**config.mk**
```make
export PLATFORM = sky130hd
export DESIGN_NAME = tbtod_cell
export DESIGN_NICKNAME = d
export VERILOG_FILES = /design/src/hdl/tbtod_pkg.sv /design/src/hdl/tbtod_cell.sv
export SDC_FILE = /design/constraint.sdc
export NUM_CORES = 1
export LEC_CHECK = 0
export BUFFER_PORTS_ARGS = -buffer_cell sky130_fd_sc_hd__buf_2
export CAP_MARGIN = 0
export CORE_MARGIN = 3
export CORE_UTILIZATION = 30
export CTS_CLUSTER_SIZE = 25
export DETAILED_ROUTE_END_ITERATION = 7
export SLEW_MARGIN = 20
export SYNTH_ARGS = -nofsm -noshare
export SYNTH_HDL_FRONTEND = slang
export SYNTH_SLANG_ARGS = --single-unit
```
**constraint.sdc**
```tcl
create_clock -name clk -period 7.18 [get_ports clk]
set_input_delay 1.077 -clock clk [delete_from_list [all_inputs] [get_ports clk]]
set_output_delay 1.077 -clock clk [all_outputs]
set_load 0.05 [all_outputs]
```
**src/hdl/tbtod_pkg.sv**
```systemverilog
// ----------------------------------------------------------------------------
// tbtod_pkg
// Shared types, constants and small decode helpers of the time-of-day unit.
// ----------------------------------------------------------------------------
`default_nettype none
package tbtod_pkg;

  localparam int CountWidthDefault = 64;
  localparam int RegWidth          = 64;
  localparam int IndexWidth        = 3;

  typedef enum logic [IndexWidth-1:0] {
    REG_TICK_RATE    = 3'd0,
    REG_BASE_COUNT   = 3'd1,
    REG_BASE_HOUR    = 3'd2,
    REG_BASE_MINUTE  = 3'd3,
    REG_BASE_SECOND  = 3'd4,
    REG_CLOCK_FORMAT = 3'd5
  } reg_index_t;

  typedef struct packed {
    logic [4:0] hour;
    logic [5:0] minute;
    logic [5:0] second;
  } tod_t;

  typedef struct packed {
    logic valid;
    logic raw;
  } ctl_t;

  // low nibble plus ten times high nibble, nibbles above nine kept as they are
  function automatic logic [7:0] from_bcd(input logic [7:0] v);
    logic [7:0] hi;
    hi = {4'd0, v[7:4]};
    return {4'd0, v[3:0]} + (hi << 3) + (hi << 1);
  endfunction

  // remainder by twelve for values below 192
  function automatic logic [7:0] mod12(input logic [7:0] v);
    logic [7:0] r;
    r = v;
    if (r >= 8'd96) r = r - 8'd96;
    if (r >= 8'd48) r = r - 8'd48;
    if (r >= 8'd24) r = r - 8'd24;
    if (r >= 8'd12) r = r - 8'd12;
    return r;
  endfunction

endpackage
`default_nettype wire

```
**src/hdl/tbtod_cell.sv**
```systemverilog
// ----------------------------------------------------------------------------
// tbtod_cell
// One restoring division step; the quotient bit is folded into a running
// hour/minute/second count kept modulo one day; a raw entry passes its time through.
// ----------------------------------------------------------------------------
`default_nettype none
module tbtod_cell #(
  parameter int W = tbtod_pkg::CountWidthDefault
) (
  input  wire logic                  clk,
  input  wire logic                  rst,
  input  wire logic [63:0]           divisor,
  input  wire tbtod_pkg::ctl_t       in_ctl,
  input  wire logic [W-1:0]          in_rem,
  input  wire logic [W-1:0]          in_dvd,
  input  wire tbtod_pkg::tod_t       in_tod,
  output tbtod_pkg::ctl_t            out_ctl,
  output logic [W-1:0]               out_rem,
  output logic [W-1:0]               out_dvd,
  output tbtod_pkg::tod_t            out_tod
);
  import tbtod_pkg::*;

  logic [W:0]   trial;
  logic [64:0]  trial_x;
  logic [64:0]  diff;
  logic         qbit;
  logic [W-1:0] rem_next;
  logic [6:0]   s2;
  logic [6:0]   m2;
  logic [5:0]   h2;
  logic         cs;
  logic         cm;
  tod_t         tod_next;

  always_comb begin
    trial    = {in_rem, in_dvd[W-1]};
    trial_x  = 65'(trial);
    diff     = trial_x - {1'b0, divisor};
    qbit     = trial_x >= {1'b0, divisor};
    rem_next = qbit ? diff[W-1:0] : trial[W-1:0];
    // double the running count and add the new quotient bit
    s2 = {in_tod.second, 1'b0} + 7'(qbit);
    cs = s2 >= 7'd60;
    if (cs) s2 = s2 - 7'd60;
    m2 = {in_tod.minute, 1'b0} + 7'(cs);
    cm = m2 >= 7'd60;
    if (cm) m2 = m2 - 7'd60;
    h2 = {in_tod.hour, 1'b0} + 6'(cm);
    if (h2 >= 6'd24) h2 = h2 - 6'd24;
    if (in_ctl.raw) begin
      tod_next = in_tod;
    end else begin
      tod_next = '{hour: h2[4:0], minute: m2[5:0], second: s2[5:0]};
    end
  end

  always_ff @(posedge clk) begin
    if (rst) begin
      out_ctl <= '0;
    end else begin
      out_ctl <= in_ctl;
    end
    out_rem <= rem_next;
    out_dvd <= {in_dvd[W-2:0], 1'b0};
    out_tod <= tod_next;
  end

endmodule
`default_nettype wire

```
Word level (Yosys, flattened, before mapping)
Index checks and enable logic that the tools add are counted.
Widths: inputs -> output; s select.
{ "totals": {"in_bits": 213, "regBits": 146, "out_inout_bits": 147, "word_cells": 23} }
{ "op_classes": {"n_lt_le_gt_ge": 4, "n_mux": 5, "add_sub_neg": 7} }
{ "op_table": {"columns": ["operator", "n"], "rows": [
  ["$ge 65x64->1", 1],
  ["$mux 64", 1],
  ["$sub 64x64->64", 1],
  ["$mux 17", 1],
  ["$add 7x1->7", 2],
  ["$ge 7x6->1 const B", 2],
  ["$mux 6", 2],
  ["$sub 6x6->6 const B", 2],
  ["$add 6x1->6", 1],
  ["$ge 6x5->1 const B", 1],
  ["$mux 5", 1],
  ["$sub 5x5->5 const B", 1]
]} }

Longest topological paths before layout
{ "logic_depth": {"ltp_word": 9, "ltp_mapped": 13, "depth_no_buf": 13} }

Worst setup path after synthesis
Ideal clock, no wire load.
{ "synth_timing": {"path_kind": "input-to-reg", "from": "input port divisor[50]", "to": "register out_tod[3] (netlist name)", "setup_ns": 0.121, "cell_stages": 13, "arrival_ns": 3.801, "setup_slack_ns": 3.259, "n_path_buf": 1, "t_required_ns": 7.059, "cell_sequence": "inv_1 ha_1 buf_2 and4_1 or4b_1 or3_1 o31ai_2 a21oi_2 nand3_4 o31ai_4 a21oi_4 mux2_1 mux2_2"} }
{ "synth_rtl": {"columns": ["item", "line", "text"], "rows": [
  ["start: declaration", "tbtod_cell.sv:12", "input wire logic [63:0] divisor,"],
  ["end signal: assignment", "tbtod_cell.sv:66", "out_tod <= tod_next;"],
  ["end: declaration", "tbtod_cell.sv:20", "output tbtod_pkg::tod_t out_tod"]
]} }

Worst setup path in the final report
{ "layout_timing": {"from": "input port in_rem[40]", "to": "register out_rem[24]"} }
{ "layout_between": {"elab_chain_cells": 2} }
{ "layout_rtl": {"columns": ["item", "line", "text"], "rows": [
  ["start: declaration", "tbtod_cell.sv:14", "input wire logic [W-1:0] in_rem,"],
  ["$ge 65x64->1", "tbtod_cell.sv:40", "qbit = trial_x >= {1'b0, divisor};"],
  ["$mux 64", "tbtod_cell.sv:41", "rem_next = qbit ? diff[W-1:0] : trial[W-1:0];"],
  ["net rem_next[24]", "tbtod_cell.sv:28", "logic [W-1:0] rem_next;"],
  ["end signal: assignment", "tbtod_cell.sv:64", "out_rem <= rem_next;"],
  ["end: declaration", "tbtod_cell.sv:18", "output logic [W-1:0] out_rem,"]
]} }
The timed path passes the listed nets, and every way through them passes these cells.
A chain may end at the register's enable or synchronous reset.

==> summary.txt <==
Synth
  • Synth Area in Adders: between 10% and 20%
  • Syn nets: about 1300
  • Synthesized area: roughly 8300 um2
  • Mux share of post-synthesis cell area: 1.043%
  • Post-Synth XOR/XNOR Area: under 10%
  • Largest family of logic cells by synthesized area: compound AO/OA/AOI/OAI gates
  • Ys flop type: dfxtp_1
  • Number of synthesized flops with an enable pin: 0
  • Synth Area in Compound Gates: between 20% and 30%
  • Sequential area share after synthesis: between 30% and 40%
  • Synth warnings: 0
  • Post-synthesis register bit count: 146
  • Synth Area in Simple Gates: between 10% and 20%
  • Mapped Cells: roughly 1000
  • Syn_area_per_cell: 8.063 um2
  • Async SR Flop Fraction: 0%
  • Synth cell types: 71

Layout
  • Nets: about 1600
  • Footprint of the multi-input gates: slightly below 5000 um2
  • FF+latch area: 2923 um2
  • Fraction of layout cells with a size suffix above 1: 29.58%
  • # fillers: ~2900
  • Commonest non-fill, non-tap cells in the layout: buf_2, dfxtp_1, a21oi_1, nor2_1
  • Synth-to-layout area growth: 31.60%
  • Most common cell after layout, fill and taps aside: buf_2

Global routing
  • Remaining Overflow, GRT: 0
  • Vias in the first global route: roughly 8000
  • Initial antenna violation count: 9
  • Global-route wire length before repair: about 44000 um
  • GRT Util Overall: 19.45%
  • Largest net degree at the start of global routing: 94

Worst setup path
  • Slowest stage delay, CP: ~700 ps
  • Crit path depth: 10
  • Cell mode on critical path: nor4_1
  • Critical Path Start: in_rem[40]
  • CP arrival: 4290 ps
  • Critical Path Fanout Max: between 90 and 100
  • Cell Chain, Critical Path: buf_2 > ha_1 > nand2_1 > nor4_1 > nand3b_1 > nor4_1 > o31ai_2 > nand3_4 > buf_4 > a21oi_1
  • CP Buf/Inv Count: 2
  • Delay-heaviest family, CP: simple AND/OR/NAND/NOR gates
  • Startpoint Class: input port
  • Critical path type: in2reg
  • CP Capture Type: flop
  • Crit-path slowest cell: nor4_1
  • Crit path required time: 7440 ps
  • Critical Path End: out_rem[24]

Detailed routing
  • Pre-antenna DRT Iters: 5
  • WL per Instance: around 18 um
  • DRT iter0 DRCs: ~470
  • Post-DRT Antenna Nets: 0
  • Via density: ~4.9
  • Total routed wirelength: about 30000 um
  • Final routed DRC violation total: 0
  • Via count: 8418

Die
  • DIE HEIGHT: 172.1 um
  • Starting Density: slightly above 30%
  • Io pins: 360
  • Row cnt: 60
  • Die X: ~170 um
  • Die Outline Area: a little under 30000 um2
  • Core area: approximately 27000 um2

Timing
  • Worst-Margin Slew: 913.5 ps
  • Hold_ws: 750.4 ps
  • Worst Slack Setup Final: roughly 3100 ps
  • Final Hold Fails: 0
  • Slew Viols, Final: 0
  • Achievable Freq: ~0.25 GHz
  • Setup TNS: 0 ps
  • Final Critical Period: between 4000 and 5000 ps
  • RSZ-0062 raised after global routing: no
  • Part of the cycle the worst path needs: between 50 and 60%
  • # setup viols final: 0
  • Slew HR: between 30% and 40%

Placed design
  • Setup WS pre-CTS: about 2700 ps
  • Placer Congestion: between 0.8 and 0.9
  • I/O Buffers: approximately 360
  • Detailed-placement wirelength estimate: ~25000 um

Clock network
  • CTS Buf Count: 17
  • Clock root cell: clkbuf_16
  • TritonCTS clock tree: built
  • CTS Buffer Depth: 2
  • Setup repair bufs after CTS: 0
  • CTS H-Tree Depth: 4
  • Hold buffers post-CTS: 0
  • # clock sinks: 146
  • Post-CTS resize count: 0
  • CTS clk-pin slew, worst paths: about 70 ps

Worst hold path
  • Hold Crit Class: in2reg

Pwr
  • Combinational Power Share: about 37%
  • Flop pwr share: around a third
  • Switching power: 1.189 mW
  • P_int: 1.692 mW
  • Switching portion of total power: approximately two fifths
  • Worst vdd ir: around 130 uV
  • Clk pwr share: between 30% and 40%
  • Power Density: roughly 260 nW/um2
  • Total power: 2.881 mW
  • Leak pwr: ~5.3 nW

Flow run
  • Max_cap viols: 0

Run status
  • Outcome: completed
state kept, by name, summed over array words and instances (netlist names):
register,count
out_dvd,63
out_ctl,2
out_tod,17
out_rem,64
routing by layer:
metal	wire [um]	track usage [%]
met3	2122	4.527
met1	12380	23.53
met2	15150	34.85
met4	552	4.790
met5	58	0
synthesized netlist by cell type (13+ instances only):
master | instances | area share, %
dfxtp_1 | 146 | 35
nor2_1 | 99 | 4.5
buf_2 | 23 | 1.4
nor2b_1 | 18 | 1.4
nand4_1 | 16 | 1.2
clkbuf_1 | 19 | 0.86
nand3_1 | 17 | 1.0
a31oi_1 | 16 | 1.2
o21ai_0 | 65 | 3.9
inv_1 | 85 | 3.9
a21o_1 | 32 | 2.9
ha_1 | 66 | 10
a21oi_1 | 126 | 7.6
nand2_1 | 85 | 3.9
xor2_1 | 30 | 3.2
xnor2_1 | 31 | 3.3
nor3_1 | 13 | 0.79
area by class of cell:
| cell class | count | area share, % |
|---|---|---|
| sequential | 146 | 26.82 |
| antenna | 2 | 0.04593 |
| tap | 341 | 3.915 |
| clock buffer | 19 | 4.157 |
| multi-input combinational | 752 | 44.39 |
| inverter | 85 | 2.928 |
| timing repair buffer | 361 | 16.65 |
| clock inverter | 13 | 1.091 |
power groups by stage:
stage                     sequential [mW]  clock, mW  combinational (mW)
final                               0.941      0.882                1.06
after global placement              0.962          0                1.06
after detailed placement            0.960          0                1.06
after CTS                           0.943      0.917                1.06
after global routing                0.952      0.945                1.14
after floorplan                      1.34          0               0.390
how the worst min path moves through the flow:
stage	cells past startpoint	to	start
after floorplan	0	out_dvd[10]	in_dvd[9]
after global placement	1	out_dvd[52]	in_dvd[51]
after detailed placement	1	out_dvd[37]	in_dvd[36]
after CTS	1	out_dvd[48]	in_dvd[47]
after global routing	1	out_dvd[27]	in_dvd[26]
final	1	out_dvd[26]	in_dvd[25]
metrics by stage:
stage | util, % | cell area (um2) | std cells
2_1_floorplan | - | 8280 | 1027
3_3_place_gp | 38.19 | 10320 | 1685
3_5_place_dp | 38.19 | 10320 | 1685
4_1_cts | 40.30 | 10890 | 1717
5_1_grt | 40.31 | 10890 | 1718
6_report | 40.32 | 10900 | 1719
cell families after synthesis:
| kind of cell | Yosys count |
|---|---|
| AO/OA/AOI/OAI | 322 |
| multiplexers | 8 |
| AND/OR/NAND/NOR | 293 |
| other | 1 |
| XOR/XNOR | 61 |
| flip-flops | 146 |
| buffers and inverters | 129 |
| adder cells (fa/ha/maj) | 67 |
Note: power is estimated with default switching activity, not from simulation.
